--- config.mk ---
export PLATFORM = sky130hd
export DESIGN_NAME = fscs_front
export DESIGN_NICKNAME = d
export VERILOG_FILES = /design/src/hdl/fscs_pkg.sv /design/src/hdl/fscs_front.sv
export SDC_FILE = /design/constraint.sdc
export NUM_CORES = 1
export LEC_CHECK = 0
export ABC_AREA = 1
export BUFFER_PORTS_ARGS = -buffer_cell sky130_fd_sc_hd__buf_2
export CORE_MARGIN = 2
export CORE_UTILIZATION = 50
export DETAILED_ROUTE_END_ITERATION = 6
export PLACE_DENSITY = 0.76
export SKIP_LAST_GASP = 1
export SYNTH_ARGS = -nofsm -noshare
export SYNTH_HDL_FRONTEND = slang
export SYNTH_SLANG_ARGS = --single-unit
--- constraint.sdc ---
create_clock -name vclk -period 8.8
set_input_delay 2.2 -clock vclk [all_inputs]
set_output_delay 2.2 -clock vclk [all_outputs]
set_load 0.02 [all_outputs]
--- src/hdl/fscs_pkg.sv ---
// ----------------------------------------------------------------------------
// fscs_pkg: shared types and constants of the frame store scaler
// Field widths, action and register codes, queue entry and state types.
// ----------------------------------------------------------------------------
package fscs_pkg;

  localparam int COORD_W     = 12;
  localparam int SRC_DIM_W   = 9;
  localparam int TGT_DIM_W   = 13;
  localparam int COLOUR_W    = 32;
  localparam int ACTION_W    = 2;
  // Width of a scale numerator, coordinate times source size.
  localparam int NUM_W       = COORD_W + SRC_DIM_W;
  localparam int CFG_IDX_W   = 3;
  localparam int CFG_DATA_W  = 32;
  localparam int IN_TDATA_W  = 64;
  localparam int OUT_TDATA_W = 40;
  localparam int QUEUE_DEPTH = 2;

  localparam int SRC_DIM_MAX = (2 ** SRC_DIM_W) - 1;
  localparam int TGT_DIM_MAX = (2 ** TGT_DIM_W) - 1;

  localparam int DEF_MAX_SOURCE_WIDTH  = 256;
  localparam int DEF_MAX_SOURCE_HEIGHT = 256;
  localparam int DEF_MAX_TARGET_DIM    = 4096;

  localparam logic [COLOUR_W-1:0] BG_RESET = 32'h00FF_FFFF;

  localparam logic [ACTION_W-1:0] ACT_WRITE  = 2'd0;
  localparam logic [ACTION_W-1:0] ACT_READ   = 2'd1;
  localparam logic [ACTION_W-1:0] ACT_RESIZE = 2'd2;

  localparam logic [CFG_IDX_W-1:0] CFG_SRC_W = 3'd0;
  localparam logic [CFG_IDX_W-1:0] CFG_SRC_H = 3'd1;
  localparam logic [CFG_IDX_W-1:0] CFG_TGT_W = 3'd2;
  localparam logic [CFG_IDX_W-1:0] CFG_TGT_H = 3'd3;
  localparam logic [CFG_IDX_W-1:0] CFG_MODE  = 3'd4;
  localparam logic [CFG_IDX_W-1:0] CFG_BG    = 3'd5;

  typedef enum logic [1:0] {
    K_CONST,
    K_WRITE,
    K_READ,
    K_SCALE
  } fscs_kind_e;

  typedef enum logic [2:0] {
    B_IDLE,
    B_DIV,
    B_ADDR,
    B_MEM,
    B_WAIT
  } fscs_state_e;

  // Configuration, already saturated to the supported maxima.
  typedef struct packed {
    logic [SRC_DIM_W-1:0] src_w;
    logic [SRC_DIM_W-1:0] src_h;
    logic [TGT_DIM_W-1:0] tgt_w;
    logic [TGT_DIM_W-1:0] tgt_h;
    logic                 scale;
    logic [COLOUR_W-1:0]  bg;
  } fscs_cfg_t;

  // Queue entry. For direct accesses a and b are the source column and row;
  // for a scaled read they are the two numerators to divide.
  typedef struct packed {
    fscs_kind_e          kind;
    logic                in_range;
    logic [COLOUR_W-1:0] colour;
    logic [NUM_W-1:0]    a;
    logic [NUM_W-1:0]    b;
  } fscs_cmd_t;

endpackage

--- src/hdl/fscs_front.sv ---
// ----------------------------------------------------------------------------
// fscs_front: input classifier
// Decides what each accepted transaction needs and forms its queue entry.
// ----------------------------------------------------------------------------
module fscs_front
  import fscs_pkg::*;
(
  input  fscs_cfg_t             cfg_i,
  input  logic                  valid_i,
  input  logic [ACTION_W-1:0]   action_i,
  input  logic [COORD_W-1:0]    x_i,
  input  logic [COORD_W-1:0]    y_i,
  input  logic [COLOUR_W-1:0]   colour_i,
  input  logic                  full_i,
  output logic                  ready_o,
  output logic                  push_o,
  output fscs_cmd_t             cmd_o
);

  logic             in_src;
  logic             in_tgt;
  logic             src_empty;
  logic [NUM_W-1:0] num_x;
  logic [NUM_W-1:0] num_y;

  assign ready_o = !full_i;
  assign push_o  = valid_i && !full_i;

  assign in_src    = (x_i < COORD_W'(cfg_i.src_w)) && (y_i < COORD_W'(cfg_i.src_h));
  assign in_tgt    = (TGT_DIM_W'(x_i) < cfg_i.tgt_w) && (TGT_DIM_W'(y_i) < cfg_i.tgt_h);
  assign src_empty = (cfg_i.src_w == '0) || (cfg_i.src_h == '0);
  assign num_x     = NUM_W'(x_i) * NUM_W'(cfg_i.src_w);
  assign num_y     = NUM_W'(y_i) * NUM_W'(cfg_i.src_h);

  always_comb begin
    cmd_o.kind     = K_CONST;
    cmd_o.in_range = 1'b0;
    cmd_o.colour   = '0;
    cmd_o.a        = NUM_W'(x_i);
    cmd_o.b        = NUM_W'(y_i);
    case (action_i)
      ACT_WRITE: begin
        if (in_src) begin
          cmd_o.kind     = K_WRITE;
          cmd_o.in_range = 1'b1;
          cmd_o.colour   = colour_i;
        end
      end
      ACT_READ: begin
        cmd_o.colour = cfg_i.bg;
        if (in_src) begin
          cmd_o.kind     = K_READ;
          cmd_o.in_range = 1'b1;
        end
      end
      ACT_RESIZE: begin
        cmd_o.colour = cfg_i.bg;
        if (in_tgt) begin
          cmd_o.in_range = 1'b1;
          if (!cfg_i.scale) begin
            if (in_src) begin
              cmd_o.kind = K_READ;
            end
          end else if (!src_empty) begin
            // The scaled coordinate always lands inside the source.
            cmd_o.kind = K_SCALE;
            cmd_o.a    = num_x;
            cmd_o.b    = num_y;
          end
        end
      end
      default: begin
        cmd_o.kind = K_CONST;
      end
    endcase
  end

endmodule

Word-level counts from Yosys, hierarchy flattened
Cells that the tools add are included.
- register bits: 0
- bits of input ports: 137
- output and inout bits: 79
- logic and storage cells: 28
- $mul: 2
- order comparisons: 4
- equality and inequality tests: 2
- multiplexer cells: 12
- reduce and logical (&&, ||, !) cells: 8
- operators by type and width (kind ; count):
    2-to-1 mux 42 bit ; 4
    one-hot mux 33 bit (3 select lines) ; 1
    multiplier 12 x 9 -> 21 bit ; 2
    2-to-1 mux 34 bit ; 1
    less-than comparator 12 x 13 -> 1 bit ; 2
    less-than comparator 12 x 9 -> 1 bit ; 2
    zero test 9 bit ; 2
    2-to-1 mux 2 bit ; 3
    2-to-1 mux 3 bit ; 2
    one-hot mux 2 bit (3 select lines) ; 1
    logical AND 1 bit ; 3
    equality test 2 x 1 -> 1 bit, second input constant ; 1
    equality test 2 bit, second input constant ; 1
    zero test 2 bit ; 1
    zero test 1 bit ; 1
    logical OR 1 bit ; 1

Logic depth before layout (Yosys ltp)
Gate-level depths: netlist of the first run.
- word-level depth: 6
- gate-level depth with buffers: 23
- depth with buffers taken out: 22

Worst setup path before layout of the first run
No wires, ideal clock.
- path kind: in2out
- from: input cfg_i[67] in the netlist's numbering
- to: output cmd_o[19] in the netlist's numbering
- arrival time: 5.985 ns
- data required time: 6.600 ns
- path slack: 0.615 ns
- stages: 23
- buffers on the path: 1
- cells stage by stage: clkbuf_1 nand2_1 inv_1 fa_1 inv_1 fa_1 inv_1 fa_1 inv_1 fa_1 inv_1 ha_1 nand2_1 inv_1 nand2_1 nand2_1 inv_1 nor2_1 nor2_1 nand2_1 nand2_1 nand3_1 nor2_1
- RTL lines (element ; line ; source):
    from (decl) ; fscs_front.sv:8 ; input fscs_cfg_t cfg_i,
    to (decl) ; fscs_front.sv:17 ; output fscs_cmd_t cmd_o

==> flow_metrics.tcl, run 1 <==
set metrics [dict create \
    slowest_stage "fa_1" \
    worst-slew-pin-transition_ns 0.761 \
    drt_wl_total_um 27700 \
    cp.required_ns 6.60 \
    chipWidth_um 145 \
    syn_nets 1953 \
    place_area_um2 11100 \
    synthDistinctLibCells 35 \
    period_minus_slack_ns 8.52 \
    end_kind "output pin" \
    hold_slack_ns 4.66 \
    routed.top_layer "met4" \
    status "complete, no violations" \
    drc 0 \
    path_buf_inv 7 \
    syn-cell-area_um2 9910 \
    p_leak_uw 0.00743 \
    fin_util_pct 57.0 \
    final_nets 2117 \
    antenna_found_initial 0 \
    grt_max_degree 46 \
    start_util_pct 50.9 \
    core_um2 19500 \
    wl_met2_um 13500 \
    via_per_inst 4.89 \
    register_area_um2 0 \
    syn_inst 1538 \
    initialDrtViolationCount 502 \
    portBuffers 216 \
    grt_util_all_layers_pct 26.9 \
    nClkBuffers 0 \
    ant_nets 0 \
    maxCapViolations 0 \
    critPathLaunchType "input port" \
    hpwl_um 23000 \
    rows 51 \
    grt_pass1_wl_um 45100 \
    gr-total-overflow 0 \
    final_cell_area_um2 11100 \
    drt-met1-wl_um 11700 \
    vias 9613 \
    grt_setup_unrepaired "no" \
    wl_met3_um 1740 \
    power.density_nw_per_um2 175 \
    max-slew-margin-rel_pct 49.1 \
    yosysSeqAreaShare_pct 0 \
    crit_family "adder cells" \
    gp_congestion 0.897 \
    dieArea_um2 21000 \
    drive_gt1_share_pct 15.2 \
    diodes 0 \
    mostFrequentLayoutCells "inv_1 (457), nand2_1 (444), buf_2 (216)" \
    area_delta_synth_final_pct 12.0 \
    critPathKind "in2out" \
    final_hold_viol_count 0 \
    drv_slew 0 \
    grt_pass1_vias 9653 \
    die_height_um 145 \
    critPathMaxStageDelay_ns 0.55 \
    seq_cell_count 0 \
    yosysWarningCount 0 \
    hold_class "in2out" \
    arrival_ns 6.32 \
    crit_fanout 11 \
    ios 216 \
    avgSynthCellArea_um2 6.45 \
    final.setup.tns_ns 0 \
    dp_cells 1965 \
    layout_commonest_cell "inv_1" \
    setup_violations 0 \
    fmax_ghz 0.117 \
    path_common_cell "nand2_1" \
    wl_per_cell_um 14.1 \
    layout.cells.non_filler 1965 \
    post-route-period-util_pct 96.8 \
    vdd_drop_max_v 0.000125 \
    crit_path_cell_trace "buf_2 > buf_4 > nand2_1 > inv_1 > fa_1 > fa_1 > fa_1 > inv_1 > fa_1 > inv_1 > ha_1 > nand2_1 > inv_1 > nand2_1 > nand3_1 > a21oi_1 > nand2_1 > nand2_1 > nand3_1 > nor2_1 > buf_2" \
    dr.pass1.iters 5 \
]
==> where the power goes <==
part	switching, uW	total [uW]	internal (uW)	leakage [uW]
Clock	0	0	0	0
Sequential	0	0	0	0
Combinational	1220	1940	714	0.00743
Total	1220	1940	714	0.00743
==> metrics by stage <==
stage	worst slack [ns]	power (uW)
final	0.282	1940
after global routing	0.0216	2230
after CTS	0.312	1930
after detailed placement	0.310	1920
after global placement	0.349	1880
after floorplan	0.615	1490
==> final timing paths <==
kind	from	end	slack (ns)	cells after the start
worst min-delay path	full_i	ready_o	4.66	3
worst max-delay path	cfg_i[66]	cmd_o[17]	0.28	21
==> layer usage <==
metal,track usage [%],up-vias
met5,0,-
met4,6.54,0
met3,2.24,39
li1,-,4765
met2,49.0,321
met1,34.4,4488
==> cell type report <==
class | count | area, um2
Fill cell | 1949 | 8360
Multi-Input combinational cell | 1016 | 7900
Inverter | 460 | 1730
Timing Repair Buffer | 224 | 1140
Tap cell | 265 | 332
==> synth_stat cells, types with 5 or more instances <==
master      n  share of area (%)
inv_1     457                 17
nand2_1   444                 17
fa_1      142                 29
ha_1      136                 17
nand3_1    89                4.5
nor2_1     59                2.2
clkbuf_1   44                1.7
a21oi_1    35                1.8
a21boi_0   33                2.5
xnor2_1    14                1.2
o21ai_2    10               0.88
nor2_2      9               0.57
o21ai_0     8               0.40
buf_6       7               0.80
nor3_1      6               0.30
buf_1       5               0.19
nand4_1     5               0.32
xor2_1      5               0.44
==> timing repair <==
item                                    4_1_cts  5_1_grt
endpoints found under the setup margin        0        1
endpoints found under the hold margin         0        0
hold buffers                                  0        0
gates resized for setup                       0        1
buffers inserted                              0        0
==> logic make-up after synthesis <==
group	share of synthesized area, %
buffers and inverters	20.5
adder cells (fa/ha/maj)	45.8
AO/OA/AOI/OAI	6.21
XOR/XNOR	1.68
AND/OR/NAND/NOR	25.8
No activity file was read; power rests on OpenSTA's default activity.
==> run 2, diff against run 1 <==
--- a/config.mk
+++ b/config.mk
@@ -10,7 +10,7 @@
 export CORE_MARGIN = 2
 export CORE_UTILIZATION = 50
 export DETAILED_ROUTE_END_ITERATION = 6
-export PLACE_DENSITY = 0.76
+export PLACE_DENSITY = 0.8
 export SKIP_LAST_GASP = 1
 export SYNTH_ARGS = -nofsm -noshare
 export SYNTH_HDL_FRONTEND = slang
==> flow_metrics.tcl, run 2 (same netlist as run 1, synthesis figures left out) <==
set metrics [dict create \
    drt_wl_total_um 27100 \
    power.density_nw_per_um2 174 \
    layout.cells.non_filler 1964 \
    final_nets 2114 \
    layout_commonest_cell "inv_1" \
    grt_util_all_layers_pct 26.7 \
    critPathMaxStageDelay_ns 0.54 \
    p_comb_share_pct 100.0 \
    drive_gt1_share_pct 15.1 \
    arrival_ns 6.29 \
    clkPwrFrac_pct 0 \
    end_kind "output pin" \
    setup_violations 0 \
    cts_setup_buffers 0 \
    final_cell_area_um2 11100 \
    min_to "ready_o" \
    grt_pass1_wl_um 44900 \
    wl_per_cell_um 13.8 \
    grt_pass1_vias 9633 \
    core_um2 19500 \
    register_area_um2 0 \
    final_hold_viol_count 0 \
    grt_max_degree 46 \
    ant_nets 0 \
    critPathKind "in2out" \
    hold_class "in2out" \
    start_util_pct 50.9 \
    via_per_inst 4.91 \
    period_minus_slack_ns 8.49 \
    area_delta_synth_final_pct 11.7 \
    gr-total-overflow 0 \
    antenna_found_initial 1 \
    power_switching_uw 1220 \
    place_area_um2 11100 \
    dieArea_um2 21000 \
    grt_setup_unrepaired "no" \
    pre_cts_ws_ns 0.305 \
    ctsResizeCount 0 \
    top_usage_layer "met2" \
    maxCapViolations 0 \
    internal-power_uw 707 \
    critPathLaunchType "input port" \
    p_leak_uw 0.00742 \
    vias 9640 \
    worst-slew-pin-transition_ns 0.756 \
    dp_cells 1962 \
    chipWidth_um 145 \
    drc 0 \
    dr.pass1.iters 5 \
    final.setup.tns_ns 0 \
    initialDrtViolationCount 539 \
    post-route-period-util_pct 96.4 \
    seqPwrFrac_pct 0 \
    hold_buffers 0 \
    use_met2_pct 46.3 \
    use_met3_pct 2.73 \
    gr-usage-met1_pct 35.3 \
    crit_fanout 13 \
    status "complete, no violations" \
    slowest_stage "fa_1" \
    fin_ws_ns 0.314 \
    rows 51 \
    die_height_um 145 \
    ios 216 \
    crit_start "cfg_i[66]" \
    min-delay-start "full_i" \
    max-slew-margin-rel_pct 49.5 \
    nClkBuffers 0 \
    drv_slew 0 \
    cp.required_ns 6.60 \
    fin_util_pct 56.9 \
    portBuffers 216 \
    min_path_cells 3 \
    vdd_drop_max_v 0.000131 \
    mostFrequentLayoutCells "inv_1 (457), nand2_1 (442), buf_2 (216)" \
    swShare_pct 63.3 \
    fmax_ghz 0.118 \
    hpwl_um 22500 \
    path_common_cell "inv_1" \
    gp_congestion 0.920 \
    seq_cell_count 0 \
    crit_path_cell_trace "buf_2 > ha_1 > fa_1 > inv_1 > fa_1 > inv_1 > fa_1 > inv_1 > fa_1 > inv_1 > ha_1 > a21oi_1 > nand2_1 > inv_1 > nor2_1 > nor2_1 > nand2_1 > nand2_1 > nand3_1 > nor2_1 > buf_2" \
]
==> run 2: layer usage <==
metal	part of all wire (%)	wire, um
met5	0	0
met4	3.1	833
met3	7.6	2060
met2	48	12900
met1	42	11300
==> run 2: power by group through the flow <==
| stage | logic, uW | clock network, uW | registers [uW] |
|---|---|---|---|
| detailed placement | 1900 | 0 | 0 |
| global route | 2220 | 0.0000152 | 0 |
| CTS | 1920 | 0 | 0 |
| finish | 1920 | 0.0000305 | 0 |
| global placement | 1880 | 0 | 0 |
| floorplan | 1490 | 0 | 0 |
==> run 2: metrics by stage <==
stage               hold slack (ns)  total power (uW)
floorplan                      4.48              1490
detailed placement             4.66              1900
finish                         4.66              1920
CTS                            4.66              1920
global route                   4.67              2220
global placement               4.65              1880
==> run 2: area by class of cell <==
cell class | instances | area [um2]
inverter | 460 | 1730
multi-input combinational | 1016 | 7900
tap | 265 | 332
antenna | 2 | 5.00
fill | 1898 | 8390
timing repair buffer | 221 | 1120
==> run 2: how the worst max path moves through the flow <==
stage               cells after the start  slack [ns]         to
finish                                 21        0.31  cmd_o[19]
global route                           23       0.006  cmd_o[19]
CTS                                    20        0.28  cmd_o[20]
detailed placement                     20        0.31  cmd_o[20]
global placement                       20        0.34  cmd_o[20]
floorplan                              23        0.62  cmd_o[19]
==> run 2: critical path, delay by kind of cell <==
family | cells | cell delay, ns
AO/OA/AOI/OAI | 1 | 0.22
adder cells (fa/ha/maj) | 6 | 2.72
buffers and inverters | 7 | 0.64
AND/OR/NAND/NOR | 7 | 0.51
