==> src/hdl/fscs_fifo.sv <==
// ----------------------------------------------------------------------------
// fscs_fifo: short command queue
// Register-based FIFO between the classifier and the execution side.
// ----------------------------------------------------------------------------
module fscs_fifo #(
  parameter int WIDTH = 8,
  parameter int DEPTH = 2,
  localparam int PW = (DEPTH > 1) ? $clog2(DEPTH) : 1,
  localparam int CW = $clog2(DEPTH + 1)
) (
  input  logic             clk_i,
  input  logic             rst_ni,
  input  logic             push_i,
  input  logic [WIDTH-1:0] data_i,
  input  logic             pop_i,
  output logic [WIDTH-1:0] data_o,
  output logic             full_o,
  output logic             empty_o
);

  logic [WIDTH-1:0] mem_q [DEPTH];
  logic [PW-1:0]    wr_ptr_q, wr_ptr_d;
  logic [PW-1:0]    rd_ptr_q, rd_ptr_d;
  logic [CW-1:0]    count_q, count_d;

  assign full_o  = (count_q == CW'(DEPTH));
  assign empty_o = (count_q == '0);
  assign data_o  = mem_q[rd_ptr_q];

  always_comb begin
    wr_ptr_d = wr_ptr_q;
    rd_ptr_d = rd_ptr_q;
    count_d  = count_q;
    if (push_i) begin
      wr_ptr_d = (wr_ptr_q == PW'(DEPTH - 1)) ? '0 : wr_ptr_q + 1'b1;
    end
    if (pop_i) begin
      rd_ptr_d = (rd_ptr_q == PW'(DEPTH - 1)) ? '0 : rd_ptr_q + 1'b1;
    end
    if (push_i && !pop_i) begin
      count_d = count_q + 1'b1;
    end else if (pop_i && !push_i) begin
      count_d = count_q - 1'b1;
    end
  end

  always_ff @(posedge clk_i or negedge rst_ni) begin
    if (!rst_ni) begin
      wr_ptr_q <= '0;
      rd_ptr_q <= '0;
      count_q  <= '0;
    end else begin
      wr_ptr_q <= wr_ptr_d;
      rd_ptr_q <= rd_ptr_d;
      count_q  <= count_d;
    end
  end

  always_ff @(posedge clk_i) begin
    if (push_i) begin
      mem_q[wr_ptr_q] <= data_i;
    end
  end

endmodule

==> config.mk <==
export PLATFORM = sky130hd
export DESIGN_NAME = fscs_fifo
export DESIGN_NICKNAME = d
export VERILOG_FILES = /design/src/hdl/fscs_fifo.sv
export SDC_FILE = /design/constraint.sdc
export NUM_CORES = 1
export LEC_CHECK = 0
export ABC_AREA = 1
export BUFFER_PORTS_ARGS = -buffer_cell sky130_fd_sc_hd__buf_4
export CAP_MARGIN = 20
export CORE_MARGIN = 4
export CORE_UTILIZATION = 44
export CTS_CLUSTER_SIZE = 12
export DETAILED_ROUTE_END_ITERATION = 6
export GPL_TIMING_DRIVEN = 0
export PLACE_DENSITY_LB_ADDON = 0.08
export SETUP_SLACK_MARGIN = 0.15
export SLEW_MARGIN = 20
export SYNTH_ARGS = -nofsm -noshare
export SYNTH_HDL_FRONTEND = slang
export SYNTH_SLANG_ARGS = --single-unit
==> constraint.sdc <==
create_clock -name clk_i -period 1.2 [get_ports clk_i]
set_input_delay 0.3 -clock clk_i [delete_from_list [all_inputs] [get_ports clk_i]]
set_output_delay 0.3 -clock clk_i [all_outputs]
set_load 0.005 [all_outputs]
Word-level counts from Yosys, hierarchy flattened
Memory sizes are Yosys's and may differ from the RTL's. Cells that the tools add are included. W data, S select, Z words.

Bits in registers: 4. Word-level logic and storage cells: 21. Memories kept: 1. Memory bits (writable): 16.

Equal/unequal tests: 1. $add $sub $neg: 4. Muxes and demuxes: 6. Reduce and logical (&&, ||, !) cells: 6.

Memory list: mem_q (depth 2, width 8, read ports 1, clocked after Yosys merged registers in 0, wr ports 1, line 21) `logic [WIDTH-1:0] mem_q [DEPTH];`.

Operators by type and width (number): $mux W1 (4); $mux W2 (2); $add A1 B1 Y1 const B (2); $add A2 B1 Y2 const B (1); $eq A2 B2 Y1 const B (1); $logic_and A1 B1 Y1 (2); $logic_not A1 Y1 (2); $logic_not A2 Y1 (1); $reduce_bool A2 Y1 (1); $sub A2 B1 Y2 const B (1).

Depth between registers and ports, before layout
Gate-level depths: netlist of run 1.

Depth in word-level cells: 4. Mapped depth: 7. Depth with buffers taken out: 7.

Least setup slack after synthesis of run 1
No wires, ideal clock.

Kind: register to register. Start point: reg wr_ptr_q. End point: mem mem_q[0][0] (enable). Library setup time: 0.370 ns. Data arrival time: 0.774 ns. Period minus slack after synthesis: 1.144 ns. Cell stages (with the launch flop): 2. Slack: 0.056 ns. Required time: 0.830 ns. Cells stage by stage: dfrtp_1 nor2_1.

RTL lines: start, declared (line 22) `logic [PW-1:0] wr_ptr_q, wr_ptr_d;`; start signal, assigned (line 53) `wr_ptr_q <= wr_ptr_d;`; end, declared (line 21).

No word-level cell before the write port.

Worst setup path after layout of run 1
Start point: reg rd_ptr_q. End point: out data_o[0].

Longest elaborated chain between the ends: 1.

Ends and longest elaborated chain: start, declared (line 23) `logic [PW-1:0] rd_ptr_q, rd_ptr_d;`; start signal, assigned (line 54) `rd_ptr_q <= rd_ptr_d;`; $mem_v2 Z2 W8; end, declared (line 16) `output logic [WIDTH-1:0] data_o,`.

No other way between the ends.

==> results of run 1 <==
## power by group through the flow
stage	combinational [uW]	clock [uW]	sequential (uW)
global route	1090	374	1050
detailed placement	810	0	1040
CTS	993	330	1020
finish	1020	320	1030
floorplan	493	0	1020
global placement	793	0	1040
## worst paths after layout
check	start	to	slack, ps	cells past startpoint
max reg2reg	wr_ptr_q$_DFFE_PN0P_	mem_q[0][6]$_DFFE_PP_	200	1
max	rd_ptr_q$_DFFE_PN0P_	data_o[0]	-360	3
min	data_i[1]	mem_q[0][1]$_DFFE_PP_	190	1
max in group asynchronous	rst_ni	wr_ptr_q$_DFFE_PN0P_	760	2
min in group asynchronous	rst_ni	rd_ptr_q$_DFFE_PN0P_	340	2
min reg2reg	count_q[1]$_DFFE_PN0P_	count_q[1]$_DFFE_PN0P_	540	2
## logic make-up (layout without fill, tap and decap cells)
family                     count (synthesis)  in the layout
and+or+nand+nor                           10             10
muxes                                      8              8
buffers and inverters                      8             38
adders and majority gates                  1              1
xor gates and xnor gates                   3              3
DFF                                       20             20
## routing by layer
| layer | wire length (um) | track usage [%] | up-vias |
|---|---|---|---|
| met5 | 0 | 0 | - |
| li1 | - | - | 230 |
| met3 | 58 | 2.62 | 2 |
| met4 | 14 | 6.28 | 0 |
| met1 | 474 | 11.1 | 223 |
| met2 | 721 | 20.2 | 12 |
## final cells by class
cell class / count / area [um2]
Sequential cell: 20 / 581
Timing Repair Buffer: 26 / 228
Tap cell: 25 / 31.3
Fill cell: 136 / 632
Buffer: 1 / 11.3
Inverter: 7 / 26.3
Clock buffer: 4 / 26.3
Multi-Input combinational cell: 22 / 210
## per-stage QoR
stage | TNS (ps) | instance area (um2)
floorplan | 0 | 821
global placement | -252 | 1010
detailed placement | -393 | 1010
CTS | -3020 | 1100
global route | -3510 | 1110
finish | -2960 | 1110
## placed cells by master (no fill, tap or decap), types with 2 or more instances in the layout
cell	netlist	layout
buf_4	0	17
edfxtp_1	16	16
buf_6	1	9
mux2_4	8	8
inv_1	7	5
nand2_1	5	5
dfrtp_1	4	4
clkbuf_4	0	3
inv_2	0	2
xor2_1	2	2
## flip-flops by register name (all words and copies together) (netlist names)
name	cells
rd_ptr_q	1
wr_ptr_q	1
mem_q	16
count_q	2
## timing repair
action                                  in CTS  in global routing
hold buffers                                 1                  0
gates resized for setup                     10                  2
pin swaps                                    1                  1
endpoints found under the hold margin        4                  0
endpoints found under the setup margin      26                 10
buffers inserted                             3                  1
==> impl_metrics.csv, run 1 <==
group,metric,value,unit
synth,seq_area_frac_synth,70.9,%
floorplan,dieArea,0.00261,mm2
synth,synth_common_cells,"edfxtp_1 (16), mux2_4 (8), inv_1 (7)",
placement,io_buffers,21,
detailed_routing,wirelength,1.27,mm
global_route,antenna_found_initial,0,
synth,synth_nets,63,
setup_path,critPathBufInv,2,
detailed_routing,ant_nets,0,
floorplan,chipHeight,51.1,um
floorplan,die_x,51.1,um
timing,clock.fmax,0.641,GHz
global_route,grt.total_usage,11.0,%
synth,synth_top_area_share,58.7,%
setup_path,crit_required,900,ps
pwr,power.density,2130,mW/mm2
worst_hold_path,worst_hold_path_type,"in2reg",
run_status,violations,"setup timing",
pwr,swShare,27.8,%
final_layout,n_antenna_cell,0,
job,drv_cap,0,
detailed_routing,first_iter_violations,3,
setup_path,slowest_delay,400,ps
synth,synth_top_family_by_area,"multiplexers",
final_layout,drive_gt1_share,51.2,%
cts,path_clk_slew,110,ps
setup_path,worstPathMaxFanout,9,
synth,async_flop_share,20.0,%
timing,whs,185,ps
cts,cts_max_path_buffers,2,
pwr,power.switching,659,uW
timing,slew_viol_final,0,
synth,synth_compound_area_share,0,%
timing,setup_viol,10,
final_layout,final_cells,105,
cts,cts_max_level,1,
placement,placedCellCount,96,
cts,insertion_delay,290,ps
pwr,p_leak,0.000494,uW
final_layout,area_growth,36.1,%
cts,cts_tree,"done",
floorplan,io_pins,22,
global_route,grt_pass1_vias,471,
detailed_routing,drtPass1Iterations,3,
setup_path,worst_path_max_delay_cell,"dfrtp_1",
setup_path,cpMostUsedCell,"buf_6",
synth,synthMuxAreaShare,14.7,%
final_layout,post-route-util,63.8,%
synth,synth_edf_count,16,
pwr,clkPwrFrac,13.5,%
timing,finalClockSkew,1.29,ps
timing,timing.final.ws_setup,-361,ps
synth,synthCells,50,
timing,finalCritPeriodShare,130,%
placement,place_ws,-56.3,ps
final_layout,final_net_count,94,
pwr,pwr-share-comb,43.1,%
pwr,p_seq_share,43.4,%
detailed_routing,drc,0,
cts,cts_sinks,20,
setup_path,worstSetupPathType,"reg2out",
synth,avgSynthCellArea,16.4,um2
timing,hold_violations,0,
synth,ys_ff_latch,20,
setup_path,critical-path-top-delay-family,"flip-flops",
placement,gp_congestion,0.816,
synth,synth.largest_area_cell,"edfxtp_1",
synth,synth.area.top_cells,"edfxtp_1 (59%), mux2_4 (15%), dfrtp_1 (12%)",
floorplan,core,0.00175,mm2
pwr,finalPower,2370,uW
detailed_routing,viasPerCell,4.45,
timing,rsz0062_at_grt,"true",
synth,synth-simple-area-share,5.05,%
floorplan,start_util,46.9,%
run_status,status,"complete, but fails checks",
detailed_routing,vias,467,
timing,max_slew.worst_pin.slew,250,ps
pwr,p_int,1710,uW
setup_path,start_kind,"flip-flop",
cts,clock-root-buffer,"clkbuf_4",
global_route,grt_max_degree,12,
synth,yosysMostFrequentCell,"edfxtp_1",
global_route,grt_pass1_wl,1.99,mm
timing,final.min_clock_period,1560,ps
synth,synth_xor_area_share,3.21,%
pwr,ir_drop,0.00137,V
floorplan,core.rowCount,15,
setup_path,critical_path.cell_chain,"buf_6 > mux2_4 > buf_6",
cts,numCtsBuffers,3,
timing,slew_headroom,83.3,%
setup_path,cp-end-kind,"primary output",
synth,ys_types,12,
synth,synth_area,818,um2
global_route,overflow,0,
detailed_routing,wl_per_cell,12.1,um
setup_path,cp_data_arrival_time,1260,ps
synth,yosysWarnings,0,
synth,yosys.area_share.adder,1.53,%
synth,ys.flop_type,"edfxtp_1",
(Power assumes the default switching activity.)
==> run 2: changes to the inputs <==
==> constraint.sdc (replaced) <==
create_clock -name clk_i -period 1.31 [get_ports clk_i]
set_input_delay 0.3275 -clock clk_i [delete_from_list [all_inputs] [get_ports clk_i]]
set_output_delay 0.3275 -clock clk_i [all_outputs]
set_load 0.005 [all_outputs]
==> impl_metrics.csv, run 2 (same netlist as run 1, synthesis figures left out) <==
group,metric,value,unit
floorplan,io_pins,22,
timing,finalCritPeriodShare,123,%
timing,max_slew.worst_pin.slew,255,ps
final_layout,final_net_count,94,
timing,final.min_clock_period,1620,ps
cts,path_clk_slew,120,ps
final_layout,multi_input_area,208,um2
cts,clock-root-buffer,"clkbuf_4",
setup_path,critPathBufInv,2,
detailed_routing,drc,0,
placement,gp_congestion,0.650,
final_layout,n_fill_cell,132,
timing,hold_violations,0,
timing,fin_tns_setup,-2340,ps
timing,slew_headroom,82.9,%
floorplan,start_util,46.9,%
final_layout,n_antenna_cell,0,
final_layout,reg_top3,"mem_q x16, count_q x2",
global_route,grt_max_degree,13,
cts,cts_max_path_buffers,2,
floorplan,core,0.00175,mm2
worst_hold_path,worst_hold_path_type,"in2reg",
timing,setup_viol,8,
global_route,use_met3,2.92,%
setup_path,slowest_delay,410,ps
global_route,overflow,0,
final_layout,layout_commonest_cell,"buf_4",
final_layout,regArea,581,um2
global_route,grt_pass1_wl,2.15,mm
job,drv_cap,0,
timing,finalClockSkew,10.7,ps
detailed_routing,first_iter_violations,6,
timing,clock.fmax,0.619,GHz
setup_path,critical_path.cell_chain,"buf_4 > mux2_4 > buf_6",
global_route,grt.met1_usage,13.5,%
global_route,grt.total_usage,11.6,%
setup_path,crit_required,980,ps
setup_path,reg2reg_depth,2,
detailed_routing,vias,468,
pwr,power.density,2070,mW/mm2
detailed_routing,wirelength,1.24,mm
final_layout,drive_gt1_share,50.0,%
setup_path,critical-path-top-delay-family,"flip-flops",
placement,io_buffers,21,
cts,numCtsBuffers,3,
run_status,violations,"setup timing",
setup_path,timing.rr.end,"mem_q[1][4]$_DFFE_PP_",
floorplan,core.rowCount,15,
setup_path,reg2reg_from,"wr_ptr_q$_DFFE_PN0P_",
placement,hpwl,822,um
floorplan,dieArea,0.00261,mm2
detailed_routing,wl_per_cell,11.8,um
timing,timing.final.ws_setup,-306,ps
cts,cts_tree,"done",
final_layout,postLayoutCellArea,0.00114,mm2
setup_path,worstSetupPathType,"reg2out",
timing,rsz0062_at_grt,"true",
pwr,p_leak,0.000502,uW
setup_path,r2r_slack,250,ps
cts,cts_sinks,20,
global_route,antenna_found_initial,0,
timing,slew_viol_final,0,
final_layout,area_growth,39.4,%
worst_hold_path,whs_path_depth,2,
setup_path,cp-end-kind,"primary output",
worst_hold_path,holdPathEnd,"rd_ptr_q$_DFFE_PN0P_",
cts,insertion_delay,300,ps
floorplan,chipHeight,51.1,um
placement,placed_area,0.00101,mm2
worst_hold_path,worstHoldStart,"pop_i",
global_route,grt.busiest_layer,"met2",
pwr,ir_drop,0.00101,V
detailed_routing,viasPerCell,4.46,
detailed_routing,drtPass1Iterations,4,
global_route,grtUsageMet2,19.3,%
final_layout,layout_common_cells,"buf_4 (17), edfxtp_1 (16), buf_6 (9)",
setup_path,start_kind,"flip-flop",
final_layout,top_register,"mem_q",
setup_path,worst_path_max_delay_cell,"dfrtp_1",
final_layout,final_cells,105,
final_layout,largest_reg_flops,16,
setup_path,worstPathMaxFanout,4,
run_status,status,"complete, but fails checks",
detailed_routing,ant_nets,0,
cts,cts_max_level,1,
placement,placedCellCount,96,
setup_path,cp_data_arrival_time,1290,ps
global_route,grt_pass1_vias,488,
floorplan,die_x,51.1,um
run 2: changes by cell type in the layout (fill, tap and decap cells not counted):
cell	delta
clkinvlp_4	+1
clkbuf_1	-1
nor2_1	+1
bufinv_16	+1
inv_1	+1
inv_2	-2
nor2_2	-1
run 2: power by group:
group / internal, uW / switching [uW] / leakage [uW]
logic: 582 / 336 / 0.000277
registers: 862 / 80.5 / 0.000197
clock network: 309 / 187 / 0.0000279
run 2: area by class of cell:
cell class	instances	share of cell area, %
Tap cell	25	2.74
Inverter	7	2.63
Sequential cell	20	50.9
Buffer	1	0.987
Timing Repair Buffer	26	20.0
Multi-Input combinational cell	22	18.2
Clock buffer	3	1.97
Clock inverter	1	2.63
run 2: stage by stage:
| step | worst slack (ps) | power [uW] | utilization (%) | hold WS, ps |
|---|---|---|---|---|
| after floorplan | 166 | 1390 | - | 31.9 |
| after global placement | -103 | 1680 | 57.7 | 130 |
| after detailed placement | -123 | 1690 | 57.7 | 129 |
| after CTS | -297 | 2350 | 64.7 | 188 |
| after global routing | -355 | 2510 | 65.4 | 176 |
| final | -306 | 2360 | 65.4 | 196 |
run 2: how the worst max path moves through the flow:
| stage | start | end | slack, ps | depth (start not counted) |
|---|---|---|---|---|
| 6_report | rd_ptr_q$_DFFE_PN0P_ | data_o[1] | -310 | 3 |
| 5_1_grt | rd_ptr_q$_DFFE_PN0P_ | data_o[0] | -350 | 3 |
| 4_1_cts | rd_ptr_q$_DFFE_PN0P_ | data_o[6] | -300 | 3 |
| 3_5_place_dp | push_i | mem_q[0][7]$_DFFE_PP_ | -120 | 3 |
| 3_3_place_gp | push_i | mem_q[0][3]$_DFFE_PP_ | -100 | 3 |
| 2_1_floorplan | wr_ptr_q$_DFFE_PN0P_ | mem_q[0][0]$_DFFE_PP_ | 170 | 1 |
run 2: per-layer routing:
metal  vias up  part of all wire, %
met2        16                   51
met3         0                  5.7
met4         0                    0
met1       220                   44
met5         -                    0
li1        232                    -
run 2: timing repair:
action	4_1_cts	5_1_grt
pin swaps	0	0
resized for setup	10	3
hold endpoints to repair	4	0
gates cloned	0	1
endpoints found under the setup margin	18	18
hold buffers	1	0
buffers inserted	3	0
==> run 3: changes to the inputs <==
--- a/config.mk
+++ b/config.mk
@@ -15,6 +15,7 @@
 export GPL_TIMING_DRIVEN = 0
 export PLACE_DENSITY_LB_ADDON = 0.08
 export SETUP_SLACK_MARGIN = 0.15
+export SKIP_LAST_GASP = 1
 export SLEW_MARGIN = 20
 export SYNTH_ARGS = -nofsm -noshare
 export SYNTH_HDL_FRONTEND = slang
==> impl_metrics.csv, run 3 (same netlist as run 1, synthesis figures left out) <==
group,metric,value,unit
run_status,status,"complete, but fails checks",
run_status,violations,"setup timing",
setup_path,critical_path.cell_chain,"buf_6 > mux2_4 > buf_6",
floorplan,die_x,51.1,um
placement,placedCellCount,96,
detailed_routing,drc,0,
final_layout,drive_gt1_share,50.0,%
setup_path,worstPathMaxFanout,5,
job,drv_cap,0,
cts,clock-root-buffer,"clkbuf_4",
cts,cts_sinks,20,
timing,slew_headroom,82.9,%
pwr,p_int,1760,uW
floorplan,chipHeight,51.1,um
timing,clock.fmax,0.620,GHz
cts,cts_max_level,1,
setup_path,cpMostUsedCell,"buf_6",
floorplan,core,0.00175,mm2
setup_path,crit_required,980,ps
setup_path,start_kind,"flip-flop",
final_layout,final_cells,105,
timing,hold_violations,0,
detailed_routing,vias,468,
detailed_routing,drtPass1Iterations,4,
pwr,pwr-share-comb,39.3,%
setup_path,critical-path-top-delay-family,"flip-flops",
global_route,overflow,0,
timing,whs,196,ps
cts,cts_tree,"done",
pwr,power.switching,612,uW
final_layout,layout_common_cells,"buf_4 (16), edfxtp_1 (16), buf_6 (10)",
pwr,p_seq_share,39.8,%
final_layout,final_net_count,94,
final_layout,area_growth,39.9,%
global_route,grt_pass1_wl,2.04,mm
final_layout,n_antenna_cell,0,
cts,insertion_delay,300,ps
pwr,p_leak,0.000504,uW
global_route,grt.total_usage,11.0,%
detailed_routing,wl_per_cell,12.0,um
final_layout,n_fill_cell,131,
detailed_routing,wirelength,1.26,mm
floorplan,start_util,46.9,%
timing,finalClockSkew,11.7,ps
setup_path,cp_data_arrival_time,1290,ps
detailed_routing,viasPerCell,4.46,
timing,timing.final.ws_setup,-304,ps
placement,io_buffers,21,
setup_path,worst_path_max_delay_cell,"dfrtp_1",
detailed_routing,first_iter_violations,6,
floorplan,io_pins,22,
final_layout,top_register,"mem_q",
timing,slew_viol_final,0,
setup_path,worstSetupPathType,"reg2out",
cts,path_clk_slew,120,ps
pwr,ir_drop,0.00101,V
setup_path,slowest_delay,420,ps
cts,cts_max_path_buffers,2,
placement,place_ws,-123,ps
timing,finalCritPeriodShare,123,%
placement,hpwl,822,um
pwr,clkPwrFrac,20.9,%
timing,rsz0062_at_grt,"true",
floorplan,dieArea,0.00261,mm2
final_layout,largest_reg_flops,16,
detailed_routing,ant_nets,0,
cts,numCtsBuffers,3,
timing,setup_viol,8,
timing,max_slew.worst_pin.slew,255,ps
placement,gp_congestion,0.650,
floorplan,core.rowCount,15,
setup_path,critPathBufInv,2,
pwr,swShare,25.8,%
global_route,grt_pass1_vias,471,
pwr,power.density,2070,mW/mm2
pwr,finalPower,2380,uW
final_layout,reg_top3,"mem_q x16, count_q x2",
global_route,grt_max_degree,13,
global_route,antenna_found_initial,0,
worst_hold_path,worst_hold_path_type,"in2reg",
setup_path,cp-end-kind,"primary output",
timing,final.min_clock_period,1610,ps
run 3: power by group through the flow:
| stage | logic [uW] | clock network [uW] | registers (uW) |
|---|---|---|---|
| 3_5_place_dp | 739 | 0 | 952 |
| 6_report | 934 | 496 | 945 |
| 3_3_place_gp | 735 | 0 | 946 |
| 2_1_floorplan | 450 | 0 | 936 |
| 5_1_grt | 1020 | 541 | 963 |
| 4_1_cts | 821 | 509 | 939 |
run 3: worst reg2reg max path: stages, from the launching register on:
cell	delay (ps)
dfrtp_1	450
nand2_1	120
clkinvlp_4	200
run 3: per-layer routing:
layer  GRT usage (%)  vias up  part of all wire, %
met5               0        -                    0
met4            6.73        0                    0
met3            2.92        0                  5.5
met2            17.6       14                   49
met1            13.1      221                   45
li1                -      233                    -
run 3: what timing repair did:
action | CTS | global route
cloned | 0 | 1
hold endpoints to repair | 4 | 0
pin swaps | 0 | 0
setup buffers | 3 | 0
resized for setup | 2 | 12
setup endpoints to repair | 18 | 18
hold buffers | 1 | 0
run 3: worst paths after layout:
path / from / cells after the start / slack (ps) / endpoint
hold reg to reg: count_q[1]$_DFFE_PN0P_ / 2 / 540 / count_q[1]$_DFFE_PN0P_
min in group asynchronous: rst_ni / 2 / 340 / wr_ptr_q$_DFFE_PN0P_
max in group asynchronous: rst_ni / 2 / 870 / count_q[1]$_DFFE_PN0P_
hold / removal: pop_i / 2 / 200 / rd_ptr_q$_DFFE_PN0P_
setup / recovery: rd_ptr_q$_DFFE_PN0P_ / 3 / -300 / data_o[4]
setup reg to reg: wr_ptr_q$_DFFE_PN0P_ / 2 / 250 / mem_q[1][4]$_DFFE_PP_
run 3: area by class of cell:
type	count	area [um2]	share of cell area [%]
Timing Repair Buffer	26	231	20.2
Inverter	7	30.0	2.62
Clock inverter	1	30.0	2.62
Multi-Input combinational cell	22	208	18.1
Clock buffer	3	22.5	1.97
Buffer	1	11.3	0.984
Sequential cell	20	581	50.7
Tap cell	25	31.3	2.73
run 3: stage by stage:
| step | TNS, ps | area (um2) | util (%) |
|---|---|---|---|
| 6_report | -2360 | 1140 | 65.6 |
| 5_1_grt | -2880 | 1140 | 65.6 |
| 4_1_cts | -2430 | 1100 | 63.0 |
| 3_5_place_dp | -986 | 1010 | 57.7 |
| 3_3_place_gp | -821 | 1010 | 57.7 |
| 2_1_floorplan | 0 | 818 | - |
